===== src/rtl/core/ultrasonic_echo_ranger_unit_macros.svh =====
// assertion macros for the ultrasonic echo ranger unit
// used by the top level only, expects clk and rst_n in scope
`ifndef ULTRASONIC_ECHO_RANGER_UNIT_MACROS_SVH
`define ULTRASONIC_ECHO_RANGER_UNIT_MACROS_SVH

// same-cycle implication, checked out of reset
`define EUR_ASSERT_IMPL(label, ante, cons) \
  label: assert property (@(posedge clk) disable iff (!rst_n) (ante) |-> (cons)) \
    else $error("eur assertion failed");

// next-cycle implication, checked out of reset
`define EUR_ASSERT_NEXT(label, ante, cons) \
  label: assert property (@(posedge clk) disable iff (!rst_n) (ante) |=> (cons)) \
    else $error("eur assertion failed");

`endif


===== src/rtl/core/eur_pkg.sv =====
// shared types, constants and helpers for the ultrasonic echo ranger
// no dependencies
package eur_pkg;

  localparam int COUNT_W    = 17;
  localparam int DIST_W     = 10;
  localparam int CFG_IDX_W  = 3;
  localparam int CFG_DATA_W = 17;

  typedef logic [COUNT_W-1:0]    count_t;
  typedef logic [DIST_W-1:0]     dist_t;
  typedef logic [CFG_IDX_W-1:0]  cfg_idx_t;
  typedef logic [CFG_DATA_W-1:0] cfg_data_t;

  localparam count_t CNT_MAX = {COUNT_W{1'b1}};

  // register indexes
  localparam cfg_idx_t REG_TRIG_WIDTH  = 3'd0;
  localparam cfg_idx_t REG_RISE_TMO    = 3'd1;
  localparam cfg_idx_t REG_ECHO_MAX    = 3'd2;
  localparam cfg_idx_t REG_HOLDOFF     = 3'd3;

  // reset values
  localparam logic [7:0]  RST_TRIG_WIDTH = 8'd10;
  localparam logic [15:0] RST_RISE_TMO   = 16'd5000;
  localparam logic [15:0] RST_ECHO_MAX   = 16'd25000;
  localparam logic [16:0] RST_HOLDOFF    = 17'd100000;

  localparam dist_t TIMEOUT_CODE = 10'd999;

  // ticks / 58 by reciprocal: exact for ticks below 174762, so for any 16-bit value
  localparam int          CM_DIV     = 58;
  localparam int          DIV_SHIFT  = 22;
  localparam logic [16:0] DIV_RECIP  = 17'((2 ** DIV_SHIFT + CM_DIV - 1) / CM_DIV);
  localparam count_t      DIV_LIMIT  = COUNT_W'(CM_DIV * (int'(TIMEOUT_CODE) + 1));

  typedef struct packed {
    logic [7:0]  trig_width;
    logic [15:0] rise_tmo;
    logic [15:0] echo_max;
    logic [16:0] holdoff;
  } cfg_t;

  typedef struct packed {
    logic  trig;
    logic  busy;
    logic  valid;
    dist_t dist_cm;
    logic  tmo;
  } res_t;

  // distance in cm, saturated at the timeout code
  function automatic dist_t cm_from_ticks(input count_t ticks);
    logic [32:0] prod;
    dist_t       q;
    prod = ticks[15:0] * DIV_RECIP;
    q    = prod[DIV_SHIFT+DIST_W-1:DIV_SHIFT];
    if (ticks >= DIV_LIMIT) begin
      q = TIMEOUT_CODE;
    end
    return q;
  endfunction

endpackage


===== src/rtl/core/eur_cfg.sv =====
// configuration register bank of the echo ranger
// depends on eur_pkg
module eur_cfg
  import eur_pkg::*;
(
  input  logic      clk,
  input  logic      rst_n,
  input  logic      wr_en,
  input  cfg_idx_t  wr_idx,
  input  cfg_data_t wr_data,
  output cfg_t      cfg
);

  cfg_t cfg_r;
  cfg_t cfg_nxt;

  always_comb begin
    cfg_nxt = cfg_r;
    if (wr_en) begin
      case (wr_idx)
        REG_TRIG_WIDTH: cfg_nxt.trig_width = wr_data[7:0];
        REG_RISE_TMO:   cfg_nxt.rise_tmo   = wr_data[15:0];
        REG_ECHO_MAX:   cfg_nxt.echo_max   = wr_data[15:0];
        REG_HOLDOFF:    cfg_nxt.holdoff    = wr_data[16:0];
        default:        cfg_nxt = cfg_r;
      endcase
    end
  end

  always_ff @(posedge clk) begin
    if (!rst_n) begin
      cfg_r.trig_width <= RST_TRIG_WIDTH;
      cfg_r.rise_tmo   <= RST_RISE_TMO;
      cfg_r.echo_max   <= RST_ECHO_MAX;
      cfg_r.holdoff    <= RST_HOLDOFF;
    end else begin
      cfg_r <= cfg_nxt;
    end
  end

  assign cfg = cfg_r;

endmodule


===== src/rtl/core/eur_core.sv =====
// measurement sequencer: phase and tick counter, one tick per advance
// depends on eur_pkg
module eur_core
  import eur_pkg::*;
(
  input  logic clk,
  input  logic rst_n,
  input  logic adv,
  input  logic start,
  input  logic echo,
  input  cfg_t cfg,
  output res_t res
);

  typedef enum logic [2:0] {
    PH_IDLE,
    PH_TRIG,
    PH_WAIT,
    PH_ECHO,
    PH_HOLD
  } phase_t;

  phase_t phase_r, phase_nxt, ph_cur;
  count_t cnt_r, cnt_nxt, cnt_cur, bumped;
  count_t width;
  res_t   res_c;

  always_comb begin
    width = (cfg.trig_width == 8'd0) ? COUNT_W'(1) : COUNT_W'(cfg.trig_width);

    // start is taken only from idle and restarts the count
    ph_cur  = phase_r;
    cnt_cur = cnt_r;
    if (phase_r == PH_IDLE && start) begin
      ph_cur  = PH_TRIG;
      cnt_cur = '0;
    end
    bumped = (cnt_cur == CNT_MAX) ? CNT_MAX : cnt_cur + COUNT_W'(1);

    phase_nxt   = ph_cur;
    cnt_nxt     = cnt_cur;
    res_c       = '0;

    case (ph_cur)
      PH_IDLE: begin
        phase_nxt = PH_IDLE;
      end
      PH_TRIG: begin
        res_c.trig = 1'b1;
        if (bumped >= width || bumped == CNT_MAX) begin
          phase_nxt = PH_WAIT;
          cnt_nxt   = '0;
        end else begin
          cnt_nxt = bumped;
        end
      end
      PH_WAIT: begin
        if (echo) begin
          phase_nxt = PH_ECHO;
          cnt_nxt   = '0;
        end else if (bumped > COUNT_W'(cfg.rise_tmo) || bumped == CNT_MAX) begin
          res_c.valid   = 1'b1;
          res_c.tmo     = 1'b1;
          res_c.dist_cm = TIMEOUT_CODE;
          phase_nxt     = PH_IDLE;
          cnt_nxt       = '0;
        end else begin
          cnt_nxt = bumped;
        end
      end
      PH_ECHO: begin
        if (!echo) begin
          res_c.valid   = 1'b1;
          res_c.dist_cm = cm_from_ticks(bumped);
          cnt_nxt       = '0;
          phase_nxt     = (cfg.holdoff == 17'd0) ? PH_IDLE : PH_HOLD;
        end else if (bumped > COUNT_W'(cfg.echo_max) || bumped == CNT_MAX) begin
          res_c.valid   = 1'b1;
          res_c.tmo     = 1'b1;
          res_c.dist_cm = TIMEOUT_CODE;
          phase_nxt     = PH_IDLE;
          cnt_nxt       = '0;
        end else begin
          cnt_nxt = bumped;
        end
      end
      PH_HOLD: begin
        if (bumped >= COUNT_W'(cfg.holdoff) || bumped == CNT_MAX) begin
          phase_nxt = PH_IDLE;
          cnt_nxt   = '0;
        end else begin
          cnt_nxt = bumped;
        end
      end
      default: begin
        phase_nxt = PH_IDLE;
        cnt_nxt   = '0;
      end
    endcase

    res_c.busy = (phase_nxt != PH_IDLE);
  end

  always_ff @(posedge clk) begin
    if (!rst_n) begin
      phase_r <= PH_IDLE;
      cnt_r   <= '0;
    end else if (adv) begin
      phase_r <= phase_nxt;
      cnt_r   <= cnt_nxt;
    end
  end

  assign res = res_c;

endmodule


===== src/rtl/core/ultrasonic_echo_ranger_unit.sv =====
// top level of the ultrasonic echo ranger: handshake stages around the sequencer
// depends on eur_pkg, eur_cfg, eur_core and ultrasonic_echo_ranger_unit_macros.svh
//
// usage
//   in channel: one word per microsecond tick, carrying start_request and the
//   sampled echo_level. out channel: exactly one word per in word, carrying
//   trigger_out, busy_res, result_valid, distance_cm and timed_out.
//   cfg channel: cfg_index selects trigger width, rise timeout, echo max or
//   hold-off; cfg_ready is always high; indexes beyond the list are dropped.
//   write config only while no tick is in flight.
// pipeline and throughput
//   a tick is captured in the input register at its accepting edge, then the
//   sequencer updates its phase and counter as the word moves into the result
//   register, where the result is offered; that move waits while the result
//   register is full and not being taken. one tick per cycle is sustained
//   while out_ready stays high.
// reset
//   registers return to their defaults, the sequencer goes idle with a zero
//   count and both stages are emptied.
// stall
//   while out_ready is low the result register holds; one more tick waits in
//   the input register, then in_ready drops until the result is taken.
module ultrasonic_echo_ranger_unit
  import eur_pkg::*;
(
  input  logic      clk,
  input  logic      rst_n,
  // input ticks
  input  logic      in_valid,
  output logic      in_ready,
  input  logic      in_start_request,
  input  logic      in_echo_level,
  // results
  output logic      out_valid,
  input  logic      out_ready,
  output logic      out_trigger_out,
  output logic      out_busy_res,
  output logic      out_result_valid,
  output dist_t     out_distance_cm,
  output logic      out_timed_out,
  // configuration writes
  input  logic      cfg_valid,
  output logic      cfg_ready,
  input  cfg_idx_t  cfg_index,
  input  cfg_data_t cfg_data
);

  `include "ultrasonic_echo_ranger_unit_macros.svh"

  cfg_t cfg;
  res_t res;

  // input register
  logic s1_valid_r;
  logic s1_start_r;
  logic s1_echo_r;

  // result register
  logic out_valid_r;
  res_t out_res_r;

  logic adv;   // tick moves from input register into result register
  logic s1_take;

  assign cfg_ready = 1'b1;

  eur_cfg u_cfg (
    .clk     (clk),
    .rst_n   (rst_n),
    .wr_en   (cfg_valid),
    .wr_idx  (cfg_index),
    .wr_data (cfg_data),
    .cfg     (cfg)
  );

  // result register free or being emptied this cycle
  assign adv      = s1_valid_r && (!out_valid_r || out_ready);
  assign in_ready = !s1_valid_r || adv;
  assign s1_take  = in_valid && in_ready;

  eur_core u_core (
    .clk   (clk),
    .rst_n (rst_n),
    .adv   (adv),
    .start (s1_start_r),
    .echo  (s1_echo_r),
    .cfg   (cfg),
    .res   (res)
  );

  always_ff @(posedge clk) begin
    if (!rst_n) begin
      s1_valid_r <= 1'b0;
    end else if (s1_take) begin
      s1_valid_r <= 1'b1;
    end else if (adv) begin
      s1_valid_r <= 1'b0;
    end
  end

  // payload needs no reset
  always_ff @(posedge clk) begin
    if (s1_take) begin
      s1_start_r <= in_start_request;
      s1_echo_r  <= in_echo_level;
    end
  end

  always_ff @(posedge clk) begin
    if (!rst_n) begin
      out_valid_r <= 1'b0;
    end else if (adv) begin
      out_valid_r <= 1'b1;
    end else if (out_ready) begin
      out_valid_r <= 1'b0;
    end
  end

  always_ff @(posedge clk) begin
    if (adv) begin
      out_res_r <= res;
    end
  end

  assign out_valid        = out_valid_r;
  assign out_trigger_out  = out_res_r.trig;
  assign out_busy_res     = out_res_r.busy;
  assign out_result_valid = out_res_r.valid;
  assign out_distance_cm  = out_res_r.dist_cm;
  assign out_timed_out    = out_res_r.tmo;

  // a timeout always reports the code and leaves the block idle
  `EUR_ASSERT_IMPL(a_tmo_word, out_valid_r && out_res_r.tmo,
                   out_res_r.valid && out_res_r.dist_cm == TIMEOUT_CODE && !out_res_r.busy)
  // no finished measurement means zero distance and no timeout flag
  `EUR_ASSERT_IMPL(a_idle_fields, out_valid_r && !out_res_r.valid,
                   out_res_r.dist_cm == '0 && !out_res_r.tmo)
  // an empty result register never blocks the input side
  `EUR_ASSERT_IMPL(a_no_block, !out_valid_r, in_ready)
  // a held tick stays in the input register until it can move on
  `EUR_ASSERT_NEXT(a_s1_hold, s1_valid_r && !adv, s1_valid_r)

endmodule


===== config.mk =====
export PLATFORM = sky130hd
export DESIGN_NAME = ultrasonic_echo_ranger_unit
export DESIGN_NICKNAME = d
export VERILOG_FILES = /design/src/rtl/core/eur_pkg.sv /design/src/rtl/core/eur_cfg.sv /design/src/rtl/core/eur_core.sv /design/src/rtl/core/ultrasonic_echo_ranger_unit.sv
export VERILOG_INCLUDE_DIRS = /design/src /design/src/rtl/core
export SDC_FILE = /design/constraint.sdc
export NUM_CORES = 1
export LEC_CHECK = 0
export BUFFER_PORTS_ARGS = -buffer_cell sky130_fd_sc_hd__buf_2
export CAP_MARGIN = 20
export CORE_MARGIN = 3
export CORE_UTILIZATION = 58
export CTS_CLUSTER_DIAMETER = 60
export DETAILED_ROUTE_END_ITERATION = 10
export GPL_ROUTABILITY_DRIVEN = 0
export PLACE_DENSITY = 0.81
export SYNTH_ARGS = -nofsm -noshare
export SYNTH_HDL_FRONTEND = slang
export SYNTH_SLANG_ARGS = --single-unit

===== constraint.sdc =====
create_clock -name clk -period 7.4 [get_ports clk]
set_input_delay 0.37 -clock clk [delete_from_list [all_inputs] [get_ports clk]]
set_output_delay 0.37 -clock clk [all_outputs]
set_load 0.005 [all_outputs]

Word-level counts from Yosys, hierarchy flattened
Cells that the tools add are included.
W data, S select, Z words.

storage, ports and cells
  input bits = 27
  output and inout bits = 17
  register bits after elaboration = 95

cells by class
  order comparisons = 5
  multipliers = 1
  reduce and logical (&&, ||, !) cells = 23
  equality and inequality tests = 9
  add/subtract/negate cells = 1
  mux-type cells = 31

operator list
  kind                      count
  $mux W17                  8
  $pmux W17 S5              1
  $mux W12                  3
  $eq A17 B17 Y1 const B    2
  $ge A17 B17 Y1            2
  $gt A17 B16 Y1            2
  $mul A16 B15 Y30 const B  1
  $mux W3                   8
  $pmux W12 S2              1
  $add A17 B1 Y17 const B   1
  $ge A17 B16 Y1 const B    1
  $logic_not A17 Y1         1
  $eq A3 B2 Y1 const B      4
  $pmux W3 S4               1
  $mux W11                  1
  $mux W10                  1
  $logic_not A3 Y1          3
  $logic_not A8 Y1          1
  $mux W8                   1
  $reduce_and A2 Y1         4
  $eq A3 B1 Y1 const B      2
  $logic_or A1 B1 Y1        6
  $mux W1                   6
  $reduce_bool A2 Y1        2
  4 further kinds           7

Depth between registers and ports, before layout
  depth in word-level cells = 11
  mapped depth = 32
  gate-level depth less buffers = 30

By module
A second synthesis with hierarchy kept.

second synthesis, totals
  cell total of the unflattened synthesis = 1,163
  area, all modules = 10,621.4 um^2

by module, submodules not included
  module                       sequential area each (um^2)  cells each  area an instance (um^2)  times used
  eur_core                     400.4                        915         7,780.0                  1
  eur_cfg                      1,141.1                      221         2,245.9                  1
  ultrasonic_echo_ranger_unit  520.5                        27          595.6                    1

Least setup slack after synthesis
Ideal clock, no wire load.

  kind = register to register
  from = reg u_core.phase_r[2]
  to = reg out_res_r (netlist bit out_distance_cm[6]), data pin
  required time = 7.146 ns
  buffers on the path = 1
  path slack = -0.688 ns
  cell stages (with the launch flop) = 29
  arrival time = 7.834 ns
  clock period less this slack = 8.088 ns
  path through = dfxtp_1 or4b_1 buf_2 and2_2 ha_1 nand2_1 nor4_2 nor2b_1 xnor2_1 o21ai_0 inv_1 fa_1 fa_1 inv_1 fa_1 fa_1 fa_1 inv_1 fa_1 inv_1 ha_1 a21o_1 a21oi_1 o2bb2ai_1 nor4b_1 nor4_1 a2111oi_0 xnor2_1 o21a_1

RTL lines
  element                 line                                source
  from (decl)             eur_core.sv:23                      phase_t phase_r, phase_nxt, ph_cur;
  from (signal assigned)  eur_core.sv:109                     phase_r <= phase_nxt;
  to (signal assigned)    ultrasonic_echo_ranger_unit.sv:121  out_res_r <= res;
  to (decl)               ultrasonic_echo_ranger_unit.sv:60   res_t out_res_r;

==> flow_metrics.env <==
export IMPL_synth_top_area_share_pct=24.0
export IMPL_fin_ws_ns=0.154
export IMPL_setup_violations_final=0
export IMPL_synth_edf_count=16
export IMPL_syn_avg_cell_area_sq_um=9.17
export IMPL_drive_gt1_share_pct=14.2
export IMPL_path_common_cell="fa_1"
export IMPL_antenna_cells=0
export IMPL_power_density_mw_per_mm2=101
export IMPL_initial_core_util_pct=59.9
export IMPL_p_leak_uw=0.00575
export IMPL_vdd_drop_max_mv=0.130
export IMPL_ys_top_cells_by_area="ha_1, fa_1, dfxtp_1"
export IMPL_path_max_fanout=5
export IMPL_fin_nets=1480
export IMPL_syn_inst=1096
export IMPL_ant_nets=0
export IMPL_cts_tree="yes"
export IMPL_setup_tns_ns=0
export IMPL_drt_iter0_drc=593
export IMPL_synth_seq_cells=95
export IMPL_max_stage_delay_ns=0.56
export IMPL_synth_async_sr_flop_share_pct=0
export IMPL_antenna_found_initial=0
export IMPL_relSlewSlack_pct=30.1
export IMPL_critPathKind="reg2reg"
export IMPL_area_growth_syn_to_layout_pct=12.1
export IMPL_fmax_mhz=138
export IMPL_pre_cts_slack_ns=-0.141
export IMPL_yosysSeqAreaShare_pct=20.5
export IMPL_viasPerCell=5.76
export IMPL_worst_pin_slew_ns=1.04
export IMPL_die_h_microns=138
export IMPL_final_cells=1399
export IMPL_crit_required_ns=7.50
export IMPL_clk_pin_slew_ns=0.06
export IMPL_whs_ns=0.198
export IMPL_grt_usage_pct=27.9
export IMPL_nFillCells=1312
export IMPL_cts_buffer_depth=2
export IMPL_cts_buffers=9
export IMPL_grt_max_degree=65
export IMPL_finalHoldViolations=0
export IMPL_hp_class="in2reg"
export IMPL_cts_root_buf="clkbuf_16"
export IMPL_post_route_util_pct=67.2
export IMPL_yosysWarningCount=0
export IMPL_core_area_sq_mm=0.0168
export IMPL_die_area_sq_mm=0.0189
export IMPL_synth_distinct_cells=72
export IMPL_status="finished, final reports clean"
export IMPL_cp_slowest_cell="fa_1"
export IMPL_hpwl_microns=20200
export IMPL_clkLatencyLatePin_ns=0.35
export IMPL_grt_pass1_wl_microns=41300
export IMPL_grt_overflow=0
export IMPL_numPortBuffers=42
export IMPL_timing_final_crit_share_pct=97.9
export IMPL_maxCapViolCount=0
export IMPL_slew_violations=0
export IMPL_seq_area_sq_mm=0.00206
export IMPL_cts_hold_fix_buffers=0
export IMPL_cp_start_kind="register"
export IMPL_grt_pass1_vias=8320
export IMPL_skew_ns=0.00966
export IMPL_end_kind="register"
export IMPL_dpl_cell_count=1375
export IMPL_crit_arrival_ns=7.35
export IMPL_ios=44
export IMPL_multiInputGateArea_sq_mm=0.00725
export IMPL_fin_crit_ns=7.25
export IMPL_wl_microns=25200
export IMPL_wl_per_cell_microns=18.0
export IMPL_drtPass1Iterations=5
export IMPL_synth_nets=1400
export IMPL_yosysTopAreaCell="ha_1"
export IMPL_netlist_area_sq_mm=0.0100
export IMPL_dr_total_vias=8061
export IMPL_route_detailed_drc=0
export IMPL_cts_htree_levels=3
export IMPL_num_rows=47
export IMPL_chipWidth_microns=138
export IMPL_clock_sinks=95
export IMPL_synthFlopType="dfxtp_1"
==> critical path: cells and delay by family (launching register included) <==
kind,cells,cell delay (ns)
buffers and inverters,5,0.33
AOI/OAI and AO/OA,4,0.78
adders and majority gates,8,3.56
DFF,1,0.38
and+or+nand+nor,9,1.70
xor gates and xnor gates,2,0.25
==> power breakdown <==
part           leakage (uW)  total (uW)  switching (uW)  internal (uW)
Clock              0.000138         453             195            258
Sequential         0.000788         547            6.88            540
Combinational       0.00482         141            86.3           54.9
Total               0.00575        1140             288            853
==> synth_stat cells, drive strengths merged (3+ instances only) <==
library cell / n
a21o: 14
nand2: 122
a211oi: 6
nor4: 12
a22o: 17
and3: 8
edfxtp: 16
o21a: 13
buf: 5
clkbuf: 21
or3: 3
a21oi: 31
inv: 202
ha: 193
o2111ai: 3
fa: 84
and2: 7
nor2b: 12
a21boi: 42
xnor2: 12
nor3: 10
nand3: 22
xor2: 13
nand2b: 5
nand4: 19
dfxtp: 79
a31oi: 6
nor2: 36
o21ai: 32
o211ai: 22
==> per-layer routing <==
layer / GRT usage (%) / routed length (microns)
met5: 0 / 0
met4: 9.65 / 764
met3: 5.30 / 1530
met2: 46.6 / 12000
met1: 36.3 / 10900
==> final cells by class <==
cell class | instances | area share (%)
Clock buffer | 10 | 2.03
Clock inverter | 4 | 0.433
Inverter | 202 | 6.75
Multi-Input combinational cell | 771 | 64.4
Sequential cell | 95 | 18.3
Tap cell | 220 | 2.44
Timing Repair Buffer | 97 | 5.63
==> what timing repair did <==
item / CTS / global route
setup endpoints to repair: 7 / 9
setup buffers: 1 / 9
gates cloned: 0 / 0
resized for setup: 8 / 27
endpoints found under the hold margin: 0 / 0
pin swaps: 7 / 35
==> worst paths after layout <==
path / start / endpoint / slack, ns / cells after the start
worst max register to register: s1_start_r / out_distance_cm[6] / 0.15 / 28
worst max-delay path: s1_start_r / out_distance_cm[6] / 0.15 / 28
worst min-delay path: in_echo_level / s1_echo_r / 0.20 / 1
worst min register to register: u_cfg.cfg[44] / u_cfg.cfg[44] / 0.46 / 2
==> cell families after synthesis <==
| group | synth area share, % |
|---|---|
| buf+inv | 9.18 |
| xor+xnor | 2.18 |
| other cells | 0.0373 |
| flops | 20.5 |
| fa+ha+maj | 40.8 |
| simple gates | 12.9 |
| mux | 0.212 |
| compound gates | 14.2 |
==> cells in the final DEF, fill, tap and decap left out, types with 4 or more instances in the layout <==
master	Yosys	layout
a22o_1	17	17
xor2_1	13	13
xnor2_1	12	12
ha_1	193	188
inv_2	0	12
o21ai_2	1	8
a21o_1	14	14
nor2b_1	12	11
clkbuf_16	0	9
and2_1	4	4
o21ai_0	29	20
nor3_1	10	10
a21boi_0	41	41
nand2b_1	5	5
nor4_1	11	10
o211ai_1	22	22
o21a_1	13	13
nor2_1	36	36
a21oi_1	31	28
buf_2	2	42
ha_4	0	5
inv_1	201	189
fa_1	84	84
buf_4	1	52
dfxtp_1	79	79
and3_1	8	8
nand4_1	17	17
nand2_1	122	119
edfxtp_1	16	16
nand3_1	22	20
o21ai_1	2	4
a211oi_1	6	6
==> sequential cells by signal, indices dropped and copies added, names as in the netlist <==
signal and count:
u_cfg.cfg 57, out_trigger_out 1, out_distance_cm 10, s1_valid_r 1, u_core.phase_r 3, out_busy_res 1
out_timed_out 1, s1_start_r 1, u_core.cnt_r 17, out_result_valid 1, s1_echo_r 1, out_valid 1
==> metrics by stage <==
step                      cell area, sq um  power, uW
after global routing                 11300       1180
after global placement               10700        688
after floorplan                      10100        646
final                                11300       1140
after detailed placement             10800        693
after CTS                            11100       1140
Power figures use the tool's default switching activity.
